$ cat config.mk
export PLATFORM = sky130hd
export DESIGN_NAME = skt_ram
export DESIGN_NICKNAME = d
export VERILOG_FILES = /design/src/sv/skt_ram.sv
export SDC_FILE = /design/constraint.sdc
export NUM_CORES = 1
export LEC_CHECK = 0
export ABC_AREA = 1
export ABC_CLOCK_PERIOD_IN_PS = 3400
export BUFFER_PORTS_ARGS = -buffer_cell sky130_fd_sc_hd__buf_2
export CORE_MARGIN = 2
export CORE_UTILIZATION = 40
export DETAILED_ROUTE_END_ITERATION = 8
export MAX_ROUTING_LAYER = met4
export PLACE_DENSITY = 0.64
export SYNTH_ARGS = -nofsm -noshare
export SYNTH_HDL_FRONTEND = slang
export SYNTH_SLANG_ARGS = --single-unit
export TNS_END_PERCENT = 10
$ cat constraint.sdc
create_clock -name clk -period 3.4 [get_ports clk]
set_clock_uncertainty 0.05 [all_clocks]
set_input_delay 0.34 -clock clk [delete_from_list [all_inputs] [get_ports clk]]
set_output_delay 0.34 -clock clk [all_outputs]
set_load 0.01 [all_outputs]
$ cat src/sv/skt_ram.sv
// ----------------------------------------------------------------------------
// skt_ram
// Generic single write port, single read port RAM with registered read.
// ----------------------------------------------------------------------------
`default_nettype none

module skt_ram #(
  parameter int WIDTH = 8,
  parameter int DEPTH = 16
) (
  input  wire logic                     clk,
  input  wire logic                     we,
  input  wire logic [$clog2(DEPTH)-1:0] waddr,
  input  wire logic [WIDTH-1:0]         wdata,
  input  wire logic                     re,
  input  wire logic [$clog2(DEPTH)-1:0] raddr,
  output logic      [WIDTH-1:0]         rdata
);

  logic [WIDTH-1:0] mem [DEPTH];

  // write port
  always_ff @(posedge clk) begin
    if (we) begin
      mem[waddr] <= wdata;
    end
  end

  // registered read port
  always_ff @(posedge clk) begin
    if (re) begin
      rdata <= mem[raddr];
    end
  end

endmodule

`default_nettype wire

### After elaboration in Yosys (flattened, before gate mapping)

Memory sizes are Yosys's and may differ from the RTL's. A register that Yosys moved wholly into a read port is not among the register bits.
Cells that the tools add are included.

* add/sub/neg operators: 0
* reduce and logical (&&, ||, !) cells: 0
* divide/modulo/power cells: 0
* multiplexer cells: 2
* bitwise logic cells: 0
* shifts and indexed selects: 0
* equality and inequality tests: 0
* $mul: 0
* order comparisons: 0

Operators by type and width (number)
* 2-to-1 mux 1 bit: 2

* bits in latches: 0
* bits in registers: 0
* output and inout port bits: 8
* memories kept: 1
* word-level logic and storage cells: 3
* RAM bits: 128
* input bits: 19
* ROM bits: 0

Memory list
* mem: words 16, width 8, read ports 1, clocked after memory_dff 1, wr ports 1, RTL line 20 `logic [WIDTH-1:0] mem [DEPTH];`

### Depth between registers and ports, before layout

* depth in word-level cells: 2
* mapped depth: 8
* mapped depth without buffers: 7

### Worst setup path after synthesis

OpenSTA, ideal clock, no wires.

* path kind: input port to flip-flop
* from: input waddr[2]
* to: memory mem[10][0] (enable)
* library setup time: 0.370 ns
* data arrival time: 0.921 ns
* stages on the path: 2
* setup slack: 2.059 ns
* data required time: 2.980 ns
* path buffers: 0
* cell sequence: nand3b_1 nor2_1

RTL lines
* start, declared: RTL line 13 `input wire logic [$clog2(DEPTH)-1:0] waddr,`
* end, declared: RTL line 20

Straight into the memory's write port.

==> results.tsv <==
metric	value	unit
synth-seq-cells	136	
syn_avg_cell_area	10.6	um2
fin_cells	768	
path_max_fanout	33	
maxClockFrequency	0.544	GHz
path_common_cell	nand3_1	
final_max_slew_viol_count	0	
area_growth_syn_to_layout	12.3	%
vias_per_cell	4.89	
rsz0062_at_grt	no	
drc	0	
yosysWarnings	0	
dp.final_hpwl	7.72	mm
criticalPathCategory	in2reg	
grt.overflow.total	0	
hold_viol	0	
coreArea	14400	um2
die_y	125	um
placed_cells	738	
clk_pin_slew	50	ps
multiInputGateArea	1210	um2
critical-path-slowest-cell	buf_2	
clock-root-buffer	clkbuf_16	
cts_tree	built	
seq_area	4080	um2
slowest_delay	520	ps
yosysTopAreaCell	edfxtp_1	
worstHoldPathType	in2reg	
reg2reg_depth	6	
port_buffers	26	
cts.sinks	136	
gp_congestion	0.800	
synth_top_cells_by_area	edfxtp_1 70%, nand2_1 11%, nand3_1 8.3%, inv_1 6.4%, buf_6 1.2%	
numCtsBuffers	17	
drive_gt1_share	9.25	%
clock_path_buffers	2	
crit_arrival	1950	ps
seq_area_frac_synth	69.8	%
fin_crit_sh	54.1	%
period_minus_slack	1840	ps
cp-end-kind	flip-flop	
num_antenna_cells	0	
powerDensity	569	nW/um2
worstPathRequired	3510	ps
grt_pass1_wl	20.0	mm
ant_nets	0	
initial_core_util	40.5	%
cts_resized	0	
nets	592	
fp.dieArea	15600	um2
hold_start	re	
reg2reg_from	mem[8][3]$_DFFE_PP_	
cts_setup_buffers	0	
max_slew.worst_pin.slew	1050	ps
synth.top_cell.area_share	69.8	%
postCtsHoldBufs	0	
crit_chain	buf_2 -> inv_2 -> nand3_1 -> nand3_1 -> nand3_1 -> nand2_1	
fillCellCount	1307	
setup.worst_path.start_class	primary input	
worst_r2r_endpoint	rdata[3]$_DFFE_PP_	
finalSetupTns	0	ps
worstHoldPathCells	1	
wl	12.5	mm
maxCapViolations	0	
outcome	completed	
synth_nets	570	
num_vias	3754	
p_leak	2.78	nW
cts_htree_levels	4	
drtPass1Iterations	5	
grt_pass1_vias	3726	
grt_max_degree	65	
grt_usage	17.4	%
r2r_setup_slack	2060	ps
drt_iter0_drc	383	
syn_inst	551	
vdd.ir_drop.worst	0.362	mV
syn_area	5850	um2
holdPathEnd	rdata[2]$_DFFE_PP_	
antenna_found_initial	0	
row_count	44	
ys_types	11	
maxSlewHeadroom	29.9	%
final-setup-viol-count	0	
ios	27	
dieWidth	125	um
routedWlPerCell	16.3	um
insertion_delay	410	ps
## synthesized netlist by cell type
cell type / n
buf_1: 1
buf_2: 13
buf_4: 4
buf_6: 6
edfxtp_1: 136
inv_1: 100
inv_2: 2
nand2_1: 173
nand3_1: 97
nand3b_1: 2
nor2_1: 17
## layout make-up
cell class | count | share of cell area (%)
sequential | 136 | 62.2
multi-input combinational | 289 | 18.5
clock buffer | 18 | 6.54
inverter | 102 | 5.83
tap | 184 | 3.51
timing repair buffer | 27 | 2.10
clock inverter | 12 | 1.33
## cell usage in the layout, fill, tap and decap left out
master        n
nand3b_1      2
nor2_1       17
clkbuf_16    17
edfxtp_1    136
clkinv_2      4
buf_4         1
nand2_1     173
clkinv_1      4
inv_1       100
clkbuf_1      1
bufinv_16     1
buf_2        26
clkinvlp_4    3
nand3_1      97
inv_2         2
## power breakdown
part           internal [mW]  switching (mW)
clock                  0.977           0.646
sequential              1.89         0.00990
combinational         0.0574           0.158
total                   2.92           0.814
## registers in the layout, indices dropped and copies added, names as in the netlist
name,count
mem,128
rdata,8
## worst max-delay path by stage
stage	start	end	slack, ps	depth (start not counted)
after floorplan	waddr[2]	mem[10][0]$_DFFE_PP_	2060	2
after global placement	raddr[1]	rdata[6]$_DFFE_PP_	1230	6
after detailed placement	raddr[1]	rdata[3]$_DFFE_PP_	1170	6
after CTS	raddr[1]	rdata[3]$_DFFE_PP_	1590	6
after global routing	raddr[1]	rdata[3]$_DFFE_PP_	1480	6
final	raddr[1]	rdata[3]$_DFFE_PP_	1560	6
## routing by layer
metal | share of wire [%] | global-route usage [%] | vias up
met1 | 45 | 22.4 | 1769
met3 | 6.2 | 4.08 | 28
li1 | - | - | 1817
met4 | 3.2 | 8.50 | 0
met5 | 0 | - | -
met2 | 46 | 26.3 | 140
## stage by stage
step	area (um2)	hold slack, ps	power, mW	utilization (%)	setup slack, ps
after floorplan	5850	389	2.07	-	2060
after detailed placement	6050	654	2.15	41.9	1170
final	6570	230	3.74	45.5	1560
after global placement	6050	649	2.14	41.9	1230
after CTS	6570	223	3.76	45.5	1590
after global routing	6570	225	3.86	45.5	1480
## cell families after synthesis
family | count (synthesis) | share of synthesized area [%]
AND/OR/NAND/NOR | 289 | 20.8
buffers and inverters | 126 | 9.39
flip-flops | 136 | 69.8
## critical path: cells and delay by family
kind | cells | cell delay, ps
and+or+nand+nor | 4 | 610
buffers and inverters | 2 | 970
Power figures use the tool's default switching activity.
