--- src/sv/skt_pkg.sv ---
// ----------------------------------------------------------------------------
// skt_pkg
// Shared types, sizes and codes for the sorted key table core.
// ----------------------------------------------------------------------------
`default_nettype none

package skt_pkg;

  // table geometry
  localparam int TABLE_DEPTH = 1024;
  localparam int ADDR_W      = $clog2(TABLE_DEPTH);
  localparam int COUNT_W     = $clog2(TABLE_DEPTH + 1);

  // field widths
  localparam int KEY_W   = 64;
  localparam int DATA_W  = 32;
  localparam int FILL_W  = 11;
  localparam int ENTRY_W = KEY_W + 2 * DATA_W;

  typedef logic signed [KEY_W-1:0] key_t;
  typedef logic [DATA_W-1:0]       data_t;
  typedef logic [ADDR_W-1:0]       addr_t;
  typedef logic [COUNT_W-1:0]      count_t;
  typedef logic [ENTRY_W-1:0]      entry_t;

  // item kinds
  typedef enum logic {
    KIND_INSERT = 1'b0,
    KIND_LOOKUP = 1'b1
  } kind_t;

  // result status codes
  typedef enum logic [1:0] {
    STATUS_INSERTED  = 2'd0,
    STATUS_FOUND     = 2'd1,
    STATUS_NOT_FOUND = 2'd2,
    STATUS_FULL      = 2'd3
  } status_t;

  // sequencer states
  typedef enum logic [1:0] {
    ST_IDLE,
    ST_READ,
    ST_CHECK,
    ST_FINISH
  } state_t;

endpackage

`default_nettype wire

--- src/sv/skt_cmp.sv ---
// ----------------------------------------------------------------------------
// skt_cmp
// Shared key compare unit: signed less-than and equality on 64-bit keys.
// ----------------------------------------------------------------------------
`default_nettype none

module skt_cmp (
  input  wire skt_pkg::key_t a,
  input  wire skt_pkg::key_t b,
  output logic               lt,
  output logic               eq
);

  // true two's complement compare, no subtraction
  assign lt = (a < b);
  assign eq = (a == b);

endmodule

`default_nettype wire

--- config.mk ---
export PLATFORM = sky130hd
export DESIGN_NAME = skt_cmp
export DESIGN_NICKNAME = d
export VERILOG_FILES = /design/src/sv/skt_pkg.sv /design/src/sv/skt_cmp.sv
export SDC_FILE = /design/constraint.sdc
export NUM_CORES = 1
export LEC_CHECK = 0
export BUFFER_PORTS_ARGS = -buffer_cell sky130_fd_sc_hd__clkbuf_2
export CAP_MARGIN = 20
export CORE_MARGIN = 2
export CORE_UTILIZATION = 42
export DETAILED_ROUTE_END_ITERATION = 10
export MAX_ROUTING_LAYER = met4
export PLACE_DENSITY = 0.92
export REMOVE_ABC_BUFFERS = 1
export SLEW_MARGIN = 20
export SYNTH_ARGS = -nofsm -noshare
export SYNTH_HDL_FRONTEND = slang
export SYNTH_SLANG_ARGS = --single-unit
--- constraint.sdc ---
create_clock -name vclk -period 2
set_clock_uncertainty 0.05 [all_clocks]
set_input_delay 0.1 -clock vclk [all_inputs]
set_output_delay 0.1 -clock vclk [all_outputs]
set_load 0.01 [all_outputs]
* Word-level counts from Yosys, hierarchy flattened *
Cells that the tools add are included.

operators by class
  $lt $le $gt $ge = 1
  equal/unequal tests = 1

operators by type and width
  operator        count
  $eq A64 B64 Y1  1
  $lt A64 B64 Y1  1

word-level totals
  input bits = 128
  output and inout port bits = 2
  register bits = 0
  logic and storage cells = 2

* Depth between registers and ports, before layout *
Gate-level depths: netlist (run 1).

  depth after elaboration = 1
  depth in mapped cells = 8
  gate-level depth less buffers = 8

* Worst setup path after synthesis (run 1) *
No wires, ideal clock.

  path type = input port to output port
  start point = input b[21]
  end point = output lt
  data required time = 1850 ps
  setup slack = 258 ps
  path buffers = 0
  stages on the path = 8
  data arrival time = 1592 ps
  path through = inv_1 > ha_1 > a21o_1 > a21o_1 > a221oi_2 > o221ai_1 > a221oi_2 > xnor2_1

on the way
  word-level cells in the longest chain between the ends = 1

ends and longest elaborated chain
  what             RTL line       text
  start, declared  skt_cmp.sv:9   input wire skt_pkg::key_t b,
  $lt A64 B64 Y1   skt_cmp.sv:15  assign lt = (a < b);
  end, declared    skt_cmp.sv:10  output logic lt,

No other way between the ends.

* Worst setup path in the final report (run 1) *
  start point = input b[38]
  end point = output lt

Same word-level chain as after synthesis.

==> results of run 1 <==
-- layer usage --
layer | track usage, % | up-vias | part of all wire [%]
li1 | - | 1092 | -
met1 | 22.6 | 945 | 35
met2 | 46.9 | 92 | 57
met3 | 1.02 | 14 | 6.5
met4 | 2.55 | 0 | 2.2
met5 | - | - | 0
-- area by class of cell --
| cell class | count | area, um^2 |
|---|---|---|
| multi-input cells | 166 | 1710 |
| fillers | 305 | 918 |
| inverters | 66 | 250 |
| repair buffers | 141 | 752 |
| well taps | 48 | 60.1 |
-- per-stage QoR --
step / setup slack, ns / instance area, um^2
5_1_grt: -0.0965 / 2770
2_1_floorplan: 0.258 / 1630
4_1_cts: -0.00711 / 2520
3_5_place_dp: -0.0974 / 2400
3_3_place_gp: -0.129 / 2400
6_report: 0.00502 / 2770
-- worst min-delay path by stage --
stage,to,slack (ns),start
6_report,lt,0.64,a[63]
5_1_grt,lt,0.66,a[63]
4_1_cts,lt,0.65,a[63]
3_5_place_dp,lt,0.65,a[63]
3_3_place_gp,eq,0.66,b[0]
2_1_floorplan,lt,0.44,a[63]
-- synthesized netlist by cell type (all sizes together), types with 2 or more instances --
| cell type | count | share of area, % |
|---|---|---|
| o21ai | 10 | 3.1 |
| ha | 64 | 49 |
| a211oi | 2 | 0.92 |
| nor2 | 5 | 1.1 |
| a221oi | 4 | 2.9 |
| nand4 | 11 | 4.2 |
| nor4 | 3 | 1.1 |
| inv | 66 | 15 |
| nor3 | 2 | 0.61 |
| and3 | 2 | 0.84 |
| a21oi | 25 | 7.7 |
| nand3 | 4 | 1.2 |
| nand2 | 18 | 4.1 |
| and4 | 2 | 1.1 |
| a21o | 3 | 1.4 |
| o21a | 2 | 0.92 |
-- cells by family (layout without fill, tap and decap cells) --
kind of cell | Yosys count | after routing | share of synthesized area (%)
buffers and inverters | 66 | 207 | 15.2
adder cells (fa/ha/maj) | 64 | 64 | 49.0
XOR/XNOR | 1 | 1 | 0.536
AO/OA/AOI/OAI | 51 | 51 | 19.5
AND/OR/NAND/NOR | 50 | 50 | 15.7
-- power by group --
group / internal, mW / switching, mW
registers: 0 / 0
logic: 0.296 / 0.261
clock network: 0 / 0
total: 0.296 / 0.261
-- what timing repair did --
action	in CTS	in global routing
buffers inserted	1	3
endpoints found under the setup margin	1	2
gates resized for setup	16	37
pin swaps	13	25
==> PnR_summary.wiki, run 1 <==
{| class="wikitable"
! Metric !! Value
|-
| Diode count || 0
|-
| Min Tclk post-route || 1.99 ns
|-
| Final worst-path cycle share || between 90% and 100%
|-
| Seq/Total Area, Yosys || 0%
|-
| Post-synthesis cell type count || 28
|-
| Layout clock buffers || 0
|-
| Area of the core || 3690 um^2
|-
| Global-route wire length before repair || just under 8 mm
|-
| Startpoint class of the critical path || primary input
|-
| Most frequent cells in the layout || 126 x sky130_fd_sc_hd__clkbuf_2, 60 x sky130_fd_sc_hd__inv_1, 47 x sky130_fd_sc_hd__ha_1
|-
| Dominant delay contributor by cell family on the critical path || compound AO/OA/AOI/OAI gates
|-
| Gpl congestion || about 0.90
|-
| Seq Cell Count || 0
|-
| Hold violation count in the final report || 0
|-
| Total power after layout || between 0.5 and 0.6 mW
|-
| Max_cap viols || 0
|-
| Pin count of the biggest net entering global routing || 5
|-
| Leading cell type in the layout, fill and taps excluded || sky130_fd_sc_hd__clkbuf_2
|-
| Number of cells after detailed placement || about 420
|-
| Number of core rows || 22
|-
| Number of nets in the final layout || 567
|-
| Die footprint || 4400 um^2
|-
| Worst relative slew slack || 77.7%
|-
| Logic depth of the worst setup path including buffers || 10
|-
| Die Wd || around 66 um
|-
| Aggregate global-route resource usage || around 22%
|-
| Core utilization of the finished layout || roughly 75%
|-
| Worst setup path end || lt
|-
| Power Dens Cells || slightly above 200 nW/um^2
|-
| Static Leak || around 1.6 nW
|-
| Slew at the pin closest to its max-slew limit || 0.334 ns
|-
| Count of non-filler cells in the finished layout || roughly 420
|-
| Required time of the worst setup path || between 1.5 and 2 ns
|-
| Top-level port count || 130
|-
| Sequential cell area in the final layout || 0 um^2
|-
| Synthesized instance count || about 230
|-
| Most used cell along the critical path || sky130_fd_sc_hd__a221oi_2
|-
| Maximum ir drop on the vdd rail || about 0.12 mV
|-
| Critical path type || primary input to primary output
|-
| DRC errors left || 0
|-
| Type of the worst min-delay path || primary input to primary output
|-
| First-pass detailed-route iteration total || 4
|-
| Kind of end point of the critical path || primary output
|-
| Outcome || finished clean
|-
| Final setup violation count || 0
|-
| Hold depth || 4
|-
| Residual antenna-violating net count after detailed routing || 0
|-
| Share of layout cells above drive strength 1 || 49.6%
|-
| Layout-stage area growth over the synthesis result || 69.7%
|-
| Cell chain of the critical path || clkbuf_2, inv_1, ha_1, a21oi_1, nand2_1, a221oi_2, o221ai_2, a221oi_2, xnor2_1, buf_2
|-
| Detailed-route wire length per cell || between 10 and 15 um
|-
| Number of antenna violations at the first check in global routing || 0
|-
| Remaining Overflow, GRT || 0
|-
| Average via count per standard cell || roughly 5
|-
| Synthesized area per cell || 7.04 um^2
|-
| Vias after detailed routing || 2,143
|-
| Post-DP HPWL || roughly 4.2 mm
|-
| Buffering stage count on the worst path with inverters included || 3
|-
| Number of hold buffers added after cts || 0
|-
| Detailed-route wire length || roughly 5.3 mm
|-
| Via count of the first global-routing pass || about 2,100
|-
| Number of port buffers || 130
|-
| Die Height || between 60 and 70 um
|-
| Cell type of the slowest stage on the worst timing path || sky130_fd_sc_hd__ha_1
|-
| Critical Path Max Stage Delay || 0.32 ns
|-
| DRC marker count from the first detailed-route iteration || 56
|-
| Crit path max fanout || 3
|-
| Yosys Warn Count || 0
|-
| Worst slack on hold paths || about 0.64 ns
|-
| Starting Density || roughly 44%
|-
| Maximum frequency from static timing analysis || 0.501 GHz
|-
| Launch point of the critical path || b[38]
|-
| TNS Setup || 0 ns
|-
| Synthesized cell area || 1630 um^2
|-
| RSZ-0062 raised after global routing || true
|-
| Critical path data arrival time || between 1.5 and 2 ns
|-
| Final slew viol count || 0
|}
Note: power is estimated with default switching activity, not from simulation.
==> inputs of run 2 (changes only) <==
--- a/config.mk
+++ b/config.mk
@@ -12,6 +12,7 @@
 export DETAILED_ROUTE_END_ITERATION = 10
 export MAX_ROUTING_LAYER = met4
 export PLACE_DENSITY = 0.92
+export RECOVER_POWER = 50
 export REMOVE_ABC_BUFFERS = 1
 export SLEW_MARGIN = 20
 export SYNTH_ARGS = -nofsm -noshare
==> run 2 against run 1 <==
The run now ends with setup timing left; die area unchanged; largest power group unchanged; fmax down 0.39%; final area down 0.32%; combinational power about the same; critical path type unchanged.
==> PnR_summary.wiki, run 2 (synthesis gave the netlist of run 1 again) <==
{| class="wikitable"
! Metric !! Value
|-
| Outcome || finished, violations left (was finished clean)
|-
| Failing checks || setup timing
|-
| End point of the worst hold path || lt (unchanged)
|-
| Top-level port count || 130 (unchanged)
|-
| Min Tclk post-route || 2.00 ns (was 1.99 ns)
|-
| Startpoint class of the critical path || primary input (unchanged)
|-
| Hold violation count in the final report || 0 (unchanged)
|-
| Vias after detailed routing || 2,140 (was 2,143)
|-
| Share of power burned in registers || 0% (about the same)
|-
| Number of core rows || 22 (unchanged)
|-
| Internal || 0.295 mW (was 0.296 mW)
|-
| Leading cell type in the layout, fill and taps excluded || sky130_fd_sc_hd__clkbuf_2 (unchanged)
|-
| Die Height || 66.4 um (unchanged)
|-
| Starting Density || 44.3% (unchanged)
|-
| Number of port buffers || 130 (unchanged)
|-
| Number of antenna violations at the first check in global routing || 0 (unchanged)
|-
| Maximum frequency from static timing analysis || 0.499 GHz (was 0.501 GHz)
|-
| Total net switching power || 0.260 mW (was 0.261 mW)
|-
| Seq Cell Count || 0 (unchanged)
|-
| Setup WS post-layout || -0.00281 ns (was 0.00502 ns)
|-
| Required time of the worst setup path || 1.85 ns (about the same)
|-
| Static Leak || 1.63 nW (was 1.64 nW)
|-
| Type of the worst min-delay path || primary input to primary output (unchanged)
|-
| Number of nets in the final layout || 567 (unchanged)
|-
| Pin count of the biggest net entering global routing || 5 (unchanged)
|-
| Residual antenna-violating net count after detailed routing || 0 (unchanged)
|-
| Gpl congestion || 0.896 (unchanged)
|-
| Slew at the pin closest to its max-slew limit || 0.333 ns (was 0.334 ns)
|-
| Layout-stage area growth over the synthesis result || 69.1% (was 69.7%)
|-
| Crit path max fanout || 3 (unchanged)
|-
| Maximum ir drop on the vdd rail || 0.118 mV (about the same)
|-
| Max_cap viols || 0 (unchanged)
|-
| Total placed instance area || 2400 um^2 (unchanged)
|-
| Power Dens Cells || 201 nW/um^2 (about the same)
|-
| Combinational cell fraction of total power || 100.0% (about the same)
|-
| Remaining Overflow, GRT || 0 (unchanged)
|-
| Post-DP HPWL || 4.20 mm (unchanged)
|-
| Hold Path Origin || a[63] (unchanged)
|-
| Critical path type || primary input to primary output (unchanged)
|-
| Most frequent cells in the layout || 126 x sky130_fd_sc_hd__clkbuf_2, 60 x sky130_fd_sc_hd__inv_1, 47 x sky130_fd_sc_hd__ha_1 (unchanged)
|-
| Count of non-filler cells in the finished layout || 421 (unchanged)
|-
| Diode count || 0 (unchanged)
|-
| Hold depth || 4 (unchanged)
|-
| First-pass detailed-route iteration total || 4 (unchanged)
|-
| Global-route wire length before repair || 7.91 mm (unchanged)
|-
| Detailed-route wire length || 5.35 mm (was 5.34 mm)
|-
| Fraction of power spent switching nets || 46.8% (was 46.9%)
|-
| Clock share of power || 0% (about the same)
|-
| Aggregate global-route resource usage || 22.2% (unchanged)
|-
| Sequential cell area in the final layout || 0 um^2 (unchanged)
|-
| Critical path data arrival time || 1.85 ns (was 1.84 ns)
|-
| Final slew viol count || 0 (unchanged)
|-
| Detailed-route wire length per cell || 12.7 um (about the same)
|-
| Die footprint || 4400 um^2 (unchanged)
|-
| Share of layout cells above drive strength 1 || 49.6% (unchanged)
|-
| DRC marker count from the first detailed-route iteration || 58 (was 56)
|-
| Final setup violation count || 1 (was 0)
|-
| Worst relative slew slack || 77.8% (was 77.7%)
|-
| Total power after layout || 0.555 mW (was 0.557 mW)
|-
| DRC errors left || 0 (unchanged)
|-
| Kind of end point of the critical path || primary output (unchanged)
|-
| Via count of the first global-routing pass || 2,082 (unchanged)
|-
| Layout clock buffers || 0 (unchanged)
|-
| TNS Setup || -0.00281 ns (was 0 ns)
|-
| Number of cells after detailed placement || 417 (unchanged)
|-
| Final worst-path cycle share || 100% (was 99.7%)
|-
| Final instance area || 2760 um^2 (was 2770 um^2)
|-
| RSZ-0062 raised after global routing || true (unchanged)
|-
| Average via count per standard cell || 5.08 (was 5.09)
|-
| Area of the core || 3690 um^2 (unchanged)
|-
| Die Wd || 66.4 um (unchanged)
|}
==> run 2: cell count changes in the layout (fill, tap and decap cells not counted) <==
cell,delta
sky130_fd_sc_hd__nor4_2,+1
sky130_fd_sc_hd__nor4_4,-1
==> run 2: power groups by stage <==
| stage | Combinational (mW) | Sequential, mW | Clock (mW) |
|---|---|---|---|
| 2_1_floorplan | 0.242 | 0 | 0 |
| 3_3_place_gp | 0.427 | 0 | 0 |
| 3_5_place_dp | 0.443 | 0 | 0 |
| 4_1_cts | 0.476 | 0 | 0 |
| 5_1_grt | 0.629 | 0 | 0 |
| 6_report | 0.555 | 0 | 0 |
==> run 2: worst max-delay path by stage <==
stage / startpoint / endpoint / slack, ns / cells after the start
after floorplan: b[21] / lt / 0.26 / 8
after global placement: b[63] / lt / -0.13 / 10
after detailed placement: b[63] / lt / -0.1 / 10
after CTS: b[15] / lt / -0.007 / 9
after global routing: b[38] / lt / -0.1 / 10
final: b[38] / lt / -0.003 / 10
==> run 2: area by class of cell <==
type | count | area (um^2)
multi-input combinational | 166 | 1700
fill | 308 | 927
timing repair buffer | 141 | 752
inverter | 66 | 250
tap | 48 | 60.1
==> run 2: repair_timing <==
action	CTS	global route
setup endpoints to repair	1	2
hold buffers	0	0
setup buffers	1	3
pin swaps	13	25
resized for setup	16	37
==> run 2: worst max-delay path, stage by stage <==
cell and delay, ns:
sky130_fd_sc_hd__clkbuf_2 0.08, sky130_fd_sc_hd__inv_1 0.05, sky130_fd_sc_hd__ha_1 0.32, sky130_fd_sc_hd__a21oi_1 0.17
sky130_fd_sc_hd__nand2_1 0.08, sky130_fd_sc_hd__a221oi_2 0.28, sky130_fd_sc_hd__o221ai_2 0.15, sky130_fd_sc_hd__a221oi_2 0.30
sky130_fd_sc_hd__xnor2_1 0.17, sky130_fd_sc_hd__buf_2 0.16
==> run 2: per-stage QoR <==
stage / hold slack [ns] / util [%] / worst slack [ns]
6_report: 0.644 / 74.9 / -0.00281
4_1_cts: 0.653 / 68.2 / -0.00711
3_5_place_dp: 0.648 / 65.0 / -0.0974
2_1_floorplan: 0.437 / - / 0.258
3_3_place_gp: 0.660 / 65.0 / -0.129
5_1_grt: 0.663 / 74.9 / -0.0965
==> run 2: layer usage <==
layer  track usage, %  vias up  routed length, um
met4             2.55        0                122
met2             46.9       88               3020
li1                 -     1093                  -
met1             22.6      945               1870
met5                -        -                  0
met3             1.02       14                339
